`config.mk`:
```
export PLATFORM = sky130hd
export DESIGN_NAME = voice_slot_allocator_unit_flat
export DESIGN_NICKNAME = d
export VERILOG_FILES = /design/src/design/vsa_pkg.sv /design/src/design/vsa_stream_if.sv /design/src/design/vsa_voice_mem.sv /design/src/design/vsa_hold_calc.sv /design/src/design/voice_slot_allocator_unit.sv /design/src/flat_wrapper.sv
export SDC_FILE = /design/constraint.sdc
export NUM_CORES = 2
export LEC_CHECK = 0
export ABC_CLOCK_PERIOD_IN_PS = 13480
export BUFFER_PORTS_ARGS = -buffer_cell sky130_fd_sc_hd__buf_2
export CAP_MARGIN = 0
export CELL_PAD_IN_SITES_DETAIL_PLACEMENT = 1
export CELL_PAD_IN_SITES_GLOBAL_PLACEMENT = 2
export CORE_MARGIN = 5
export CORE_UTILIZATION = 35
export CTS_BUF_LIST = sky130_fd_sc_hd__clkbuf_8
export CTS_CLUSTER_DIAMETER = 120
export DETAILED_ROUTE_END_ITERATION = 6
export GPL_TIMING_DRIVEN = 0
export PLACE_DENSITY_LB_ADDON = 0.1
export SYNTH_ARGS = -nofsm -noshare
export SYNTH_HDL_FRONTEND = slang
export SYNTH_SLANG_ARGS = --single-unit
```
`constraint.sdc`:
```
create_clock -name clock -period 13.48 [get_ports clock]
set_clock_uncertainty 0.15 [all_clocks]
set_input_delay 0.674 -clock clock [delete_from_list [all_inputs] [get_ports clock]]
set_output_delay 0.674 -clock clock [all_outputs]
set_load 0.01 [all_outputs]
```
`src/design/vsa_pkg.sv`:
```
package vsa_pkg;

   localparam int TRIG_W        = 16;
   localparam int HOLD_W        = 32;
   localparam int RATE_W        = 19;
   localparam int MODE_W        = 2;
   localparam int GATE_W        = 15;
   localparam int VOICE_INDEX_W = 6;
   localparam int TIME_W        = 64;
   localparam int TICKS_W       = 32;
   localparam int PRODUCT_W     = HOLD_W + RATE_W;
   localparam int FRAC_W        = 16;
   localparam int CSR_INDEX_W   = 8;
   localparam int CSR_DATA_W    = 32;

   localparam logic [CSR_INDEX_W-1:0] CSR_STEAL_MODE  = CSR_INDEX_W'(0);
   localparam logic [CSR_INDEX_W-1:0] CSR_SAMPLE_RATE = CSR_INDEX_W'(1);

   localparam logic [RATE_W-1:0] SAMPLE_RATE_RESET = RATE_W'(48000);

   typedef enum logic [MODE_W-1:0] {
      STEAL_NONE     = 2'd0,
      STEAL_BY_END   = 2'd1,
      STEAL_BY_START = 2'd2
   } steal_mode_type;

   typedef enum logic [1:0] {
      ST_IDLE,
      ST_SCAN,
      ST_ALLOC,
      ST_OUT
   } state_type;

   typedef struct packed {
      logic signed [TRIG_W-1:0] trigger_level;
      logic [HOLD_W-1:0]        hold_seconds;
   } req_payload_type;

   typedef struct packed {
      logic [VOICE_INDEX_W-1:0] voice_index;
      logic [GATE_W-1:0]        gate_level;
      logic                     steal_mark;
      logic                     last_voice;
   } rsp_payload_type;

   typedef struct packed {
      logic [CSR_INDEX_W-1:0] index;
      logic [CSR_DATA_W-1:0]  data;
   } csr_payload_type;

   typedef struct packed {
      logic              busy;
      logic [GATE_W-1:0] level;
      logic [TIME_W-1:0] start_time;
      logic [TIME_W-1:0] end_time;
   } voice_entry_type;

endpackage

```
`src/design/vsa_stream_if.sv`:
```
interface vsa_stream_if #(
   parameter type payload_type = logic
) ();
   logic        valid;
   logic        ready;
   payload_type payload;

   modport source (output valid, output payload, input ready);
   modport sink (input valid, input payload, output ready);
endinterface

```
`src/design/vsa_voice_mem.sv`:
```
module vsa_voice_mem #(
   parameter int VOICES = 8,
   localparam int IDX_W = (VOICES > 1) ? $clog2(VOICES) : 1
) (
   input  logic                     clock,
   input  logic                     reset,
   input  logic                     wr_en,
   input  logic [IDX_W-1:0]         wr_addr,
   input  vsa_pkg::voice_entry_type wr_entry,
   input  logic                     rd_en,
   input  logic [IDX_W-1:0]         rd_addr,
   output vsa_pkg::voice_entry_type rd_entry
);

   vsa_pkg::voice_entry_type mem_ff [VOICES];
   vsa_pkg::voice_entry_type rd_data_ff;
   logic [VOICES-1:0]        valid_ff;
   logic                     rd_valid_ff;

   always_ff @(posedge clock) begin
      if (wr_en) begin
         mem_ff[wr_addr] <= wr_entry;
      end
      if (rd_en) begin
         rd_data_ff <= mem_ff[rd_addr];
      end
   end

   // entries never written read as an idle voice
   always_ff @(posedge clock) begin
      if (reset) begin
         valid_ff    <= '0;
         rd_valid_ff <= 1'b0;
      end else begin
         if (wr_en) begin
            valid_ff[wr_addr] <= 1'b1;
         end
         if (rd_en) begin
            rd_valid_ff <= valid_ff[rd_addr];
         end
      end
   end

   assign rd_entry = rd_valid_ff ? rd_data_ff : '0;

endmodule

```
`src/design/vsa_hold_calc.sv`:
```
module vsa_hold_calc (
   input  logic                         clock,
   input  logic [vsa_pkg::HOLD_W-1:0]   hold_seconds,
   input  logic [vsa_pkg::RATE_W-1:0]   sample_rate,
   output logic [vsa_pkg::TICKS_W-1:0]  ticks
);

   logic [vsa_pkg::PRODUCT_W-1:0] product_ff;
   logic [vsa_pkg::TICKS_W-1:0]   ticks_ff;
   logic [vsa_pkg::TICKS_W-1:0]   ticks_in;
   logic                          overflow;

   assign overflow = |product_ff[vsa_pkg::PRODUCT_W-1:vsa_pkg::FRAC_W+vsa_pkg::TICKS_W];

   // seconds in q16.16 times rate, saturated to 32 bits of ticks
   always_comb begin
      if (overflow) begin
         ticks_in = '1;
      end else begin
         ticks_in = product_ff[vsa_pkg::FRAC_W+vsa_pkg::TICKS_W-1:vsa_pkg::FRAC_W];
      end
   end

   always_ff @(posedge clock) begin
      product_ff <= vsa_pkg::PRODUCT_W'(hold_seconds) * vsa_pkg::PRODUCT_W'(sample_rate);
      ticks_ff   <= ticks_in;
   end

   assign ticks = ticks_ff;

endmodule

```
`src/design/voice_slot_allocator_unit.sv`:
```
// one beat in per sample tick, VOICES beats out, voice 0 first
// a tick walks the voice memory once to retire and search (ST_SCAN), once more to report (ST_OUT),
// one entry per cycle on its read port, the report walk only while the result output is not stalled
// first result beat leaves after the scan, the allocation write in ST_ALLOC and the first report read
// reset is synchronous: all voices read as idle at once, no clearing pass
module voice_slot_allocator_unit #(
   parameter int VOICES = 8
) (
   input  logic          clock,
   input  logic          reset,
   vsa_stream_if.sink    req_bus,
   vsa_stream_if.source  rsp_bus,
   vsa_stream_if.sink    csr_bus
);

   localparam int IDX_W = (VOICES > 1) ? $clog2(VOICES) : 1;
   localparam int CNT_W = $clog2(VOICES + 1);
   localparam logic [IDX_W-1:0] LAST_IDX   = IDX_W'(VOICES - 1);
   localparam logic [CNT_W-1:0] VOICE_CNT  = CNT_W'(VOICES);

   vsa_pkg::state_type        state_ff, state_in;
   vsa_pkg::steal_mode_type   mode_ff;
   logic [vsa_pkg::RATE_W-1:0] rate_ff;

   logic [vsa_pkg::TIME_W-1:0] tick_ff, tick_in;
   logic                       prev_high_ff, prev_high_in;
   logic [IDX_W-1:0]           last_granted_ff, last_granted_in;
   logic                       rise_ff, rise_in;
   logic [vsa_pkg::GATE_W-1:0] level_ff, level_in;
   logic [vsa_pkg::HOLD_W-1:0] hold_ff, hold_in;

   logic [IDX_W-1:0]           rd_addr_ff, rd_addr_in;
   logic [CNT_W-1:0]           issue_cnt_ff, issue_cnt_in;
   logic                       rd_pend_ff, rd_pend_in;
   logic [IDX_W-1:0]           rd_idx_ff, rd_idx_in;

   logic                       found_ff, found_in;
   logic [IDX_W-1:0]           pick_ff, pick_in;
   logic                       best_valid_ff, best_valid_in;
   logic [vsa_pkg::TIME_W-1:0] best_key_ff, best_key_in;
   logic [IDX_W-1:0]           best_idx_ff, best_idx_in;
   logic                       stolen_ff, stolen_in;
   logic [IDX_W-1:0]           stolen_idx_ff, stolen_idx_in;

   logic                       rsp_valid_ff, rsp_valid_in;
   vsa_pkg::rsp_payload_type   rsp_data_ff, rsp_data_in;

   logic                       mem_wr_en;
   logic [IDX_W-1:0]           mem_wr_addr;
   vsa_pkg::voice_entry_type   mem_wr_entry;
   logic                       mem_rd_en;
   vsa_pkg::voice_entry_type   mem_rd_entry;

   logic [vsa_pkg::TICKS_W-1:0] ticks;

   logic                       req_accept;
   logic                       req_high;
   logic [IDX_W-1:0]           rr_start;
   logic                       expired;
   logic                       free_now;
   logic [vsa_pkg::TIME_W-1:0] key;
   logic                       better;
   logic                       steal_on;
   logic                       load;
   logic                       scan_done;

   vsa_voice_mem #(
      .VOICES (VOICES)
   ) u_mem (
      .clock    (clock),
      .reset    (reset),
      .wr_en    (mem_wr_en),
      .wr_addr  (mem_wr_addr),
      .wr_entry (mem_wr_entry),
      .rd_en    (mem_rd_en),
      .rd_addr  (rd_addr_ff),
      .rd_entry (mem_rd_entry)
   );

   vsa_hold_calc u_hold (
      .clock        (clock),
      .hold_seconds (hold_ff),
      .sample_rate  (rate_ff),
      .ticks        (ticks)
   );

   assign req_bus.ready   = (state_ff == vsa_pkg::ST_IDLE);
   assign req_accept      = req_bus.valid && req_bus.ready;
   assign req_high        = (req_bus.payload.trigger_level > 0);
   assign csr_bus.ready   = 1'b1;
   assign rsp_bus.valid   = rsp_valid_ff;
   assign rsp_bus.payload = rsp_data_ff;

   assign rr_start = (last_granted_ff == LAST_IDX) ? '0 : last_granted_ff + 1'b1;
   assign steal_on = (mode_ff == vsa_pkg::STEAL_BY_END) || (mode_ff == vsa_pkg::STEAL_BY_START);

   // retire check and steal candidate on the entry coming back from memory
   assign expired  = mem_rd_entry.busy && (mem_rd_entry.end_time <= tick_ff);
   assign free_now = !mem_rd_entry.busy || expired;
   assign key      = (mode_ff == vsa_pkg::STEAL_BY_END) ? mem_rd_entry.end_time
                                                        : mem_rd_entry.start_time;
   assign better   = !best_valid_ff || (key < best_key_ff)
                     || ((key == best_key_ff) && (rd_idx_ff < best_idx_ff));
   assign scan_done = rd_pend_ff && (issue_cnt_ff == VOICE_CNT);
   assign load      = rd_pend_ff && (!rsp_valid_ff || rsp_bus.ready);

   always_comb begin
      state_in        = state_ff;
      tick_in         = tick_ff;
      prev_high_in    = prev_high_ff;
      last_granted_in = last_granted_ff;
      rise_in         = rise_ff;
      level_in        = level_ff;
      hold_in         = hold_ff;
      rd_addr_in      = rd_addr_ff;
      issue_cnt_in    = issue_cnt_ff;
      rd_pend_in      = 1'b0;
      rd_idx_in       = rd_idx_ff;
      found_in        = found_ff;
      pick_in         = pick_ff;
      best_valid_in   = best_valid_ff;
      best_key_in     = best_key_ff;
      best_idx_in     = best_idx_ff;
      stolen_in       = stolen_ff;
      stolen_idx_in   = stolen_idx_ff;
      rsp_valid_in    = rsp_valid_ff && !rsp_bus.ready;
      rsp_data_in     = rsp_data_ff;
      mem_wr_en       = 1'b0;
      mem_wr_addr     = rd_idx_ff;
      mem_wr_entry    = mem_rd_entry;
      mem_rd_en       = 1'b0;

      case (state_ff)
         vsa_pkg::ST_IDLE: begin
            if (req_accept) begin
               tick_in       = tick_ff + 1'b1;
               rise_in       = req_high && !prev_high_ff;
               prev_high_in  = req_high;
               level_in      = req_bus.payload.trigger_level[vsa_pkg::GATE_W-1:0];
               hold_in       = req_bus.payload.hold_seconds;
               stolen_in     = 1'b0;
               found_in      = 1'b0;
               best_valid_in = 1'b0;
               issue_cnt_in  = '0;
               rd_addr_in    = rr_start;
               state_in      = vsa_pkg::ST_SCAN;
            end
         end

         vsa_pkg::ST_SCAN: begin
            // reads go out in round robin order, write-back trails by one entry
            if (issue_cnt_ff != VOICE_CNT) begin
               mem_rd_en    = 1'b1;
               rd_pend_in   = 1'b1;
               rd_idx_in    = rd_addr_ff;
               issue_cnt_in = issue_cnt_ff + 1'b1;
               rd_addr_in   = (rd_addr_ff == LAST_IDX) ? '0 : rd_addr_ff + 1'b1;
            end
            if (rd_pend_ff) begin
               if (expired) begin
                  mem_wr_en          = 1'b1;
                  mem_wr_entry.busy  = 1'b0;
                  mem_wr_entry.level = '0;
               end
               if (free_now && !found_ff) begin
                  found_in = 1'b1;
                  pick_in  = rd_idx_ff;
               end
               if (better) begin
                  best_valid_in = 1'b1;
                  best_key_in   = key;
                  best_idx_in   = rd_idx_ff;
               end
            end
            if (scan_done) begin
               state_in = vsa_pkg::ST_ALLOC;
            end
         end

         vsa_pkg::ST_ALLOC: begin
            mem_wr_entry.busy       = 1'b1;
            mem_wr_entry.level      = level_ff;
            mem_wr_entry.start_time = tick_ff;
            mem_wr_entry.end_time   = tick_ff + vsa_pkg::TIME_W'(ticks);
            if (rise_ff && found_ff) begin
               mem_wr_en       = 1'b1;
               mem_wr_addr     = pick_ff;
               last_granted_in = pick_ff;
            end else if (rise_ff && steal_on) begin
               mem_wr_en     = 1'b1;
               mem_wr_addr   = best_idx_ff;
               stolen_in     = 1'b1;
               stolen_idx_in = best_idx_ff;
            end
            issue_cnt_in = '0;
            rd_addr_in   = '0;
            state_in     = vsa_pkg::ST_OUT;
         end

         vsa_pkg::ST_OUT: begin
            if ((issue_cnt_ff != VOICE_CNT) && (!rd_pend_ff || load)) begin
               mem_rd_en    = 1'b1;
               rd_pend_in   = 1'b1;
               rd_idx_in    = rd_addr_ff;
               issue_cnt_in = issue_cnt_ff + 1'b1;
               rd_addr_in   = (rd_addr_ff == LAST_IDX) ? '0 : rd_addr_ff + 1'b1;
            end else begin
               rd_pend_in = rd_pend_ff && !load;
            end
            if (load) begin
               rsp_valid_in            = 1'b1;
               rsp_data_in.voice_index = vsa_pkg::VOICE_INDEX_W'(rd_idx_ff);
               rsp_data_in.gate_level  = mem_rd_entry.level;
               rsp_data_in.steal_mark  = stolen_ff && (stolen_idx_ff == rd_idx_ff);
               rsp_data_in.last_voice  = (rd_idx_ff == LAST_IDX);
               if (rd_idx_ff == LAST_IDX) begin
                  state_in = vsa_pkg::ST_IDLE;
               end
            end
         end

         default: begin
            state_in = vsa_pkg::ST_IDLE;
         end
      endcase
   end

   always_ff @(posedge clock) begin
      if (reset) begin
         state_ff <= vsa_pkg::ST_IDLE;
      end else begin
         state_ff <= state_in;
      end
   end

   always_ff @(posedge clock) begin
      if (reset) begin
         mode_ff <= vsa_pkg::STEAL_NONE;
         rate_ff <= vsa_pkg::SAMPLE_RATE_RESET;
      end else if (csr_bus.valid) begin
         case (csr_bus.payload.index)
            vsa_pkg::CSR_STEAL_MODE: begin
               mode_ff <= vsa_pkg::steal_mode_type'(csr_bus.payload.data[vsa_pkg::MODE_W-1:0]);
            end
            vsa_pkg::CSR_SAMPLE_RATE: begin
               rate_ff <= csr_bus.payload.data[vsa_pkg::RATE_W-1:0];
            end
            default: begin
            end
         endcase
      end
   end

   always_ff @(posedge clock) begin
      if (reset) begin
         tick_ff         <= '0;
         prev_high_ff    <= 1'b0;
         last_granted_ff <= LAST_IDX;
         rise_ff         <= 1'b0;
         issue_cnt_ff    <= '0;
         rd_pend_ff      <= 1'b0;
         found_ff        <= 1'b0;
         best_valid_ff   <= 1'b0;
         stolen_ff       <= 1'b0;
         rsp_valid_ff    <= 1'b0;
      end else begin
         tick_ff         <= tick_in;
         prev_high_ff    <= prev_high_in;
         last_granted_ff <= last_granted_in;
         rise_ff         <= rise_in;
         issue_cnt_ff    <= issue_cnt_in;
         rd_pend_ff      <= rd_pend_in;
         found_ff        <= found_in;
         best_valid_ff   <= best_valid_in;
         stolen_ff       <= stolen_in;
         rsp_valid_ff    <= rsp_valid_in;
      end
   end

   always_ff @(posedge clock) begin
      level_ff      <= level_in;
      hold_ff       <= hold_in;
      rd_addr_ff    <= rd_addr_in;
      rd_idx_ff     <= rd_idx_in;
      pick_ff       <= pick_in;
      best_key_ff   <= best_key_in;
      best_idx_ff   <= best_idx_in;
      stolen_idx_ff <= stolen_idx_in;
      rsp_data_ff   <= rsp_data_in;
   end

endmodule

```
`src/flat_wrapper.sv`:
```
// flat-port wrapper written by rule: the top's interface ports become plain ports
module voice_slot_allocator_unit_flat 
#(
   parameter int VOICES = 8
)
  (clock, reset, req_bus_valid, req_bus_payload, req_bus_ready, rsp_bus_valid, rsp_bus_payload, rsp_bus_ready, csr_bus_valid, csr_bus_payload, csr_bus_ready);
  vsa_stream_if #(.payload_type(vsa_pkg::req_payload_type)) req_bus_i ();
  vsa_stream_if #(.payload_type(vsa_pkg::rsp_payload_type)) rsp_bus_i ();
  vsa_stream_if #(.payload_type(vsa_pkg::csr_payload_type)) csr_bus_i ();
  input  logic clock;
  input  logic reset;
  input wire logic [$bits(req_bus_i.valid)-1:0] req_bus_valid;
  input wire logic [$bits(req_bus_i.payload)-1:0] req_bus_payload;
  output wire logic [$bits(req_bus_i.ready)-1:0] req_bus_ready;
  output wire logic [$bits(rsp_bus_i.valid)-1:0] rsp_bus_valid;
  output wire logic [$bits(rsp_bus_i.payload)-1:0] rsp_bus_payload;
  input wire logic [$bits(rsp_bus_i.ready)-1:0] rsp_bus_ready;
  input wire logic [$bits(csr_bus_i.valid)-1:0] csr_bus_valid;
  input wire logic [$bits(csr_bus_i.payload)-1:0] csr_bus_payload;
  output wire logic [$bits(csr_bus_i.ready)-1:0] csr_bus_ready;
  assign req_bus_i.valid = req_bus_valid;
  assign req_bus_i.payload = req_bus_payload;
  assign req_bus_ready = req_bus_i.ready;
  assign rsp_bus_valid = rsp_bus_i.valid;
  assign rsp_bus_payload = rsp_bus_i.payload;
  assign rsp_bus_i.ready = rsp_bus_ready;
  assign csr_bus_i.valid = csr_bus_valid;
  assign csr_bus_i.payload = csr_bus_payload;
  assign csr_bus_ready = csr_bus_i.ready;
  voice_slot_allocator_unit #(.VOICES(VOICES)) u_core (.clock(clock), .reset(reset), .req_bus(req_bus_i), .rsp_bus(rsp_bus_i), .csr_bus(csr_bus_i));
endmodule
```
---- Word-level counts from Yosys, hierarchy flattened ----
Memory sizes are Yosys's and may differ from the RTL's. A register that Yosys moved wholly into a read port is not among the register bits.
Cells that the tools add are included.
word-level totals
  ROM bits ................................ 0
  word-level logic and storage cells ...... 172
  register bits after elaboration ......... 339
  memories ................................ 1
  bits in writable memories ............... 1,152
  input bits .............................. 93
  output and inout bits ................... 26
  latch bits .............................. 0
operators by class
  reductions and logical operators ........ 48
  $add $sub $neg .......................... 5
  div/mod/pow operators ................... 0
  eq/ne operators ......................... 24
  mux-type cells .......................... 55
  order comparisons ....................... 7
  shift operators ......................... 0
  bitwise gates (word level) .............. 2
  multiply operators ...................... 1
memories
  name                 depth  bits a word  read ports  clocked after Yosys merged registers in  write ports  line                 RTL
  u_core.u_mem.mem_ff  8      144          1           1                                        1            vsa_voice_mem.sv:15  vsa_pkg::voice_entry_type mem_ff [VOICES];
operator list
  operator                                                         count
  two-way mux 144 bit                                              1
  two-way mux 128 bit                                              1
  adder 64 x 1 -> 64 bit (second input constant)                   1
  adder 64 x 32 -> 64 bit                                          1
  == test 64 bit                                                   1
  <= comparator 64 bit                                             1
  less-than comparator 64 bit                                      1
  two-way mux 64 bit                                               1
  multiplier 32 x 19 -> 51 bit                                     1
  two-way mux 16 bit                                               2
  one-hot mux 16 bit (2 select lines)                              1
  two-way mux 3 bit                                                10
  two-way mux 1 bit                                                20
  inequality test 2 x 1 -> 1 bit (second input constant)           9
  greater-than comparator 16 x 1 -> 1 bit (second input constant)  1
  one-hot mux 4 bit (4 select lines)                               1
  AND reduction 4 bit                                              4
  AND reduction 3 bit                                              5
  logical AND 1 bit                                                14
  two-way mux 4 bit                                                3
  one-hot mux 1 bit (2 select lines)                               6
  one-hot mux 3 bit (4 select lines)                               1
  AND reduction 2 bit                                              5
  == test 3 bit (second input constant)                            3
  25 further kinds                                                 48

---- Depth between registers and ports, before layout ----
  word-level depth ........................ 11
  depth in mapped cells ................... 25
  gate-level depth less buffers ........... 23

---- Cells and area by module ----
Synthesis repeated with hierarchy kept, for this count alone.
second synthesis, totals
  cell total of the unflattened synthesis .. 6,163
  area, all modules ....................... 87,285.0 um^2
by module, submodules not included
  module                     seq. area each (um^2)  times used  cells an instance  area each (um^2)
  vsa_voice_mem              39,097.5               1           2,009              49,459.9
  vsa_hold_calc              1,341.3                1           2,352              20,901.3
  voice_slot_allocator_unit  6,406.1                1           1,802              16,923.7

---- Worst setup path before layout ----
Ideal clock, no wire load.
  path kind ............................... register to register
  start point ............................. reg u_core.u_mem.rd_valid_ff
  end point ............................... mem u_core.u_mem.mem_ff[0][0] in the netlist's numbering (enable)
  buffers on the path ..................... 4
  clock period less this slack ............ 13.548 ns
  stages on the path, launching flop included .. 15
  setup time .............................. 0.824 ns
  data required time ...................... 12.506 ns
  arrival ................................. 12.575 ns
  path slack .............................. -0.068 ns
  path through ............................ dfxtp_1 > clkbuf_1 > clkbuf_1 > clkbuf_1 > and2_1 > ha_1 > a21o_1 > a21o_1 > a221o_1 > a221oi_2 > o211ai_1 > o21a_1 > a2bb2oi_2 > buf_6 > nor3_1
on the way
  cells in the longest elaborated chain, start to end .. 8
RTL lines
  what                                         line                              RTL
  start: declaration                           vsa_voice_mem.sv:18               logic rd_valid_ff;
  start signal: assignment                     vsa_voice_mem.sv:39               rd_valid_ff <= valid_ff[rd_addr];
  two-way mux 144 bit (*)                      vsa_voice_mem.sv:44               assign rd_entry = rd_valid_ff ? rd_data_ff : '0;
  <= comparator 64 bit                         voice_slot_allocator_unit.sv:98   assign expired = mem_rd_entry.busy && (mem_rd_entry.end_time <= tick_ff);
  logical AND 1 bit (*)                        voice_slot_allocator_unit.sv:98
  two-way mux 1 bit (*)                        voice_slot_allocator_unit.sv:160  if (expired) begin
  two-way mux 1 bit (*)                        voice_slot_allocator_unit.sv:159  if (rd_pend_ff) begin
  one-hot mux 1 bit (2 select lines) (*)       voice_slot_allocator_unit.sv:133  case (state_ff)
  two-way mux 1 bit (*)                        vsa_voice_mem.sv:21               if (wr_en) begin
  two-way mux 1 bit (implied by the code) (*)  vsa_voice_mem.sv:22               mem_ff[wr_addr] <= wr_entry;
  end: declaration                             vsa_voice_mem.sv:15
Mark *: on every way between the ends. The rest lies on a longest branch, timed or not.

---- Worst setup path in the final report ----
  start point ............................. reg u_core.rate_ff[12] in the netlist's numbering
  end point ............................... reg u_core.u_hold.product_ff[49] in the netlist's numbering
on the way
  cells in the longest elaborated chain, start to end .. 1
RTL lines
  what                          line                              RTL
  start: declaration            voice_slot_allocator_unit.sv:23   logic [vsa_pkg::RATE_W-1:0] rate_ff;
  start signal: assignment      voice_slot_allocator_unit.sv:239  rate_ff <= vsa_pkg::SAMPLE_RATE_RESET;
  start signal: assignment      voice_slot_allocator_unit.sv:246  rate_ff <= csr_bus.payload.data[vsa_pkg::RATE_W-1:0];
  multiplier 32 x 19 -> 51 bit  vsa_hold_calc.sv:25               product_ff <= vsa_pkg::PRODUCT_W'(hold_seconds) * vsa_pkg::PRODUCT_W'(sample_rate);
  end signal: assignment        vsa_hold_calc.sv:25
  end: declaration              vsa_hold_calc.sv:8                logic [vsa_pkg::PRODUCT_W-1:0] product_ff;
No other way between the ends.
A chain may end at the register's enable or synchronous reset.

==> qor.json <==
{
  "outcome": {
    "status": "complete, no violations"
  },
  "min_path": {
    "hold_path_depth": 4,
    "min-delay-path-class": "input pin to register"
  },
  "job": {
    "drv_cap": 0
  },
  "final_layout": {
    "drive_above_1_share": 0.165,
    "nFillCells": 25400,
    "layout.cells.most_common": "edfxtp_1",
    "final_design_area_no_fill_um2": 99800,
    "area_growth_syn_to_layout_pct": 15.2,
    "num-nets-final": 7829,
    "mostFrequentLayoutCells": "1442 x edfxtp_1, 879 x inv_1, 521 x nand2_1"
  },
  "timing": {
    "worst_slew_pin_tran_ns": 1.40,
    "fmax_ghz": 0.120,
    "worst_slew_margin_rel": 0.0594,
    "grt_setup_unrepaired": "no",
    "fin_hold_viols": 0,
    "final_critical_period_ns": 8.32,
    "report.final.setup_viol": 0,
    "maxSlewViolCount": 0,
    "period_share": 0.617
  },
  "critical_path": {
    "critPathKind": "register to register",
    "cp-end-kind": "register",
    "worst_r2r_path_depth": 22,
    "timing.critical_path.arrival_ns": 8.99,
    "worst-path-max-fanout": 10,
    "cp.required_ns": 14.15,
    "timing.critical_path.from_type": "register"
  },
  "clock_network": {
    "post_cts_setup_buffers": 0,
    "clock_latency_ns": 1.02,
    "total_cts_buffers": 305,
    "clockRootBuffer": "clkbuf_8",
    "clock_tree_from_tritoncts": "yes",
    "cts.htree.levels": 5,
    "clock_tree.buffer_depth": 4,
    "worst_setup_hold_path_clk_slew_ns": 0.06,
    "postCtsResizedCells": 0,
    "cts.sinks": 1619
  },
  "yosys": {
    "synthesized_area_fraction_occupied_by_adder_cells": 0.162,
    "synth-compound-area-share": 0.0445,
    "ys_async_sr_fraction": 0,
    "synth_top_area_cell": "edfxtp_1",
    "count_of_synthesis_stage_warnings_from_yosys": 0,
    "synth-xor-area-share": 0.0143,
    "synth.top_cells.by_area": "edfxtp_1 50%, fa_1 12%, mux4_2 7.5%, ha_1 4.4%, dfxtp_1 4.1%",
    "synthMuxAreaShare": 0.105,
    "ys_ff_latch": 1619,
    "ys_seq_area_frac": 0.541,
    "postSynthCellCount": 6252,
    "yosysTopAreaCellShare": 0.500,
    "combinational_family_with_the_most_area_after_synthesis": "adder cells",
    "synth-main-ff-cell": "edfxtp_1",
    "synth_simple_gate_area_share": 0.0857,
    "syn_area_um2": 86600,
    "post_synth.cell_area_avg_um2": 13.9,
    "yosys.cell_types.count": 85,
    "edff_count_synth": 1442
  },
  "routing": {
    "drt-wirelength-per-cell_um": 26.7,
    "route.final.wire_length_mm": 279,
    "first_iter_violations": 3270,
    "drcViolationCount": 0,
    "detail_route.vias_per_cell": 5.03,
    "drt_first_pass_iters": 5,
    "postRouteAntennaNets": 0,
    "dr_total_vias": 52500
  },
  "floorplan": {
    "start_util": 0.352,
    "core_box_area_um2": 246000,
    "placementRows": 182,
    "floorplan_die_area_um2": 258000,
    "die_w_um": 507,
    "boundaryPins": 119,
    "fp.dieH_um": 507
  },
  "global_route": {
    "grt_start_max_net_pins": 36,
    "grt_antenna_before_repair": 15,
    "wire_length_of_the_first_global_routing_pass_mm": 409,
    "grt.total_usage": 0.217,
    "grt.overflow.total": 0,
    "via_count_of_the_first_global_routing_pass": 57800
  },
  "placed_design": {
    "post_dp_cell_area_um2": 93700,
    "numPortBuffers": 100,
    "post-dp-hpwl_mm": 212,
    "gpl.final_weighted_congestion": 0.819
  }
}
logic make-up after synthesis:
logic type | after synthesis
AO/OA/AOI/OAI | 605
XOR/XNOR | 141
adder cells (fa/ha/maj) | 815
buffers and inverters | 1077
flip-flops | 1619
multiplexers | 530
other | 2
AND/OR/NAND/NOR | 1463
metrics by stage:
step	cells	utilization	worst slack (ns)	setup TNS, ns	hold WS [ns]
floorplan	6254	-	-0.0684	-78.78	0.236
global placement	9666	0.371	-17.10	-	0.239
detailed placement	9854	0.381	5.03	0	0.244
CTS	10400	0.405	4.97	0	0.00324
global route	10400	0.405	4.85	0	0.0636
finish	10400	0.405	5.16	0	0.110
worst paths after layout:
check | start | slack [ns] | endpoint
worst max register to register | u_core.rate_ff[12]$_SDFFE_PP1P_ | 5.16 | u_core.u_hold.product_ff[49]$_DFF_P_
worst max-delay path | u_core.rate_ff[12]$_SDFFE_PP1P_ | 5.16 | u_core.u_hold.product_ff[49]$_DFF_P_
worst min register to register | u_core.u_hold.product_ff[23]$_DFF_P_ | 0.16 | u_core.u_hold.ticks[7]$_SDFF_PP1_
worst min-delay path | req_bus_valid | 0.11 | u_core.prev_high_ff$_SDFFE_PP0P_
critical path, cell delays in order (launching register included):
cell	delay [ns]
dfxtp_1	0.79
clkbuf_1	0.67
nand2_1	0.14
fa_1	0.53
inv_1	0.06
fa_1	0.48
fa_1	0.63
fa_1	0.50
fa_1	0.50
inv_1	0.05
fa_1	0.47
inv_1	0.04
ha_1	0.26
clkbuf_1	0.19
a21o_1	0.19
a21o_1	0.17
a21oi_1	0.24
nand2b_1	0.20
a2111oi_2	0.97
nor2_1	0.25
a31oi_1	0.41
o211ai_1	0.13
o21a_1	0.12
cells in the mapped netlist (49+ instances only):
cell type	n
a21o_1	82
dfxtp_1	177
a21oi_1	155
buf_1	49
and2_1	374
nand4_1	55
nor3_1	55
nand2b_1	64
mux2i_1	79
inv_1	787
nor2b_1	81
mux4_2	290
nand2_1	521
o21ai_0	175
nor2_1	161
fa_1	509
mux2_2	161
edfxtp_1	1442
ha_1	306
xnor2_1	113
clkbuf_1	224
routing by layer:
metal	global-route usage	wire (um)
met3	0.0246	8160
met1	0.287	123000
met5	0	15
met2	0.383	141000
met4	0.0500	6290
state kept, by name, summed over array words and instances, names as in the netlist, 4 cells and up:
register,cells
u_core.u_mem.valid_ff,8
u_core.hold_ff,32
u_core.u_hold.product_ff,35
u_core.best_key_ff,64
u_core.u_hold.ticks,32
u_core.rsp_bus.payload,20
u_core.level_ff,15
u_core.rate_ff,19
u_core.issue_cnt_ff,4
u_core.u_mem.rd_data_ff,144
u_core.tick_ff,64
u_core.u_mem.mem_ff,1152
repair_timing:
| item | in CTS | in global routing |
|---|---|---|
| setup endpoints to repair | 0 | 0 |
| hold buffers | 71 | 0 |
| hold endpoints to repair | 79 | 0 |
cell type report:
type	instances	area, um^2	area share
antenna	6	15.0	0.000151
buffer	290	1160	0.0117
clock buffer	318	4380	0.0439
clock inverter	192	918	0.00921
inverter	787	2960	0.0296
multi-input combinational	3558	35800	0.358
sequential	1619	46800	0.470
tap	3312	4140	0.0415
timing repair buffer	360	3580	0.0359
Power is not shown: default switching activity piles up to over one toggle a cycle in this logic, so the estimate is an artifact.
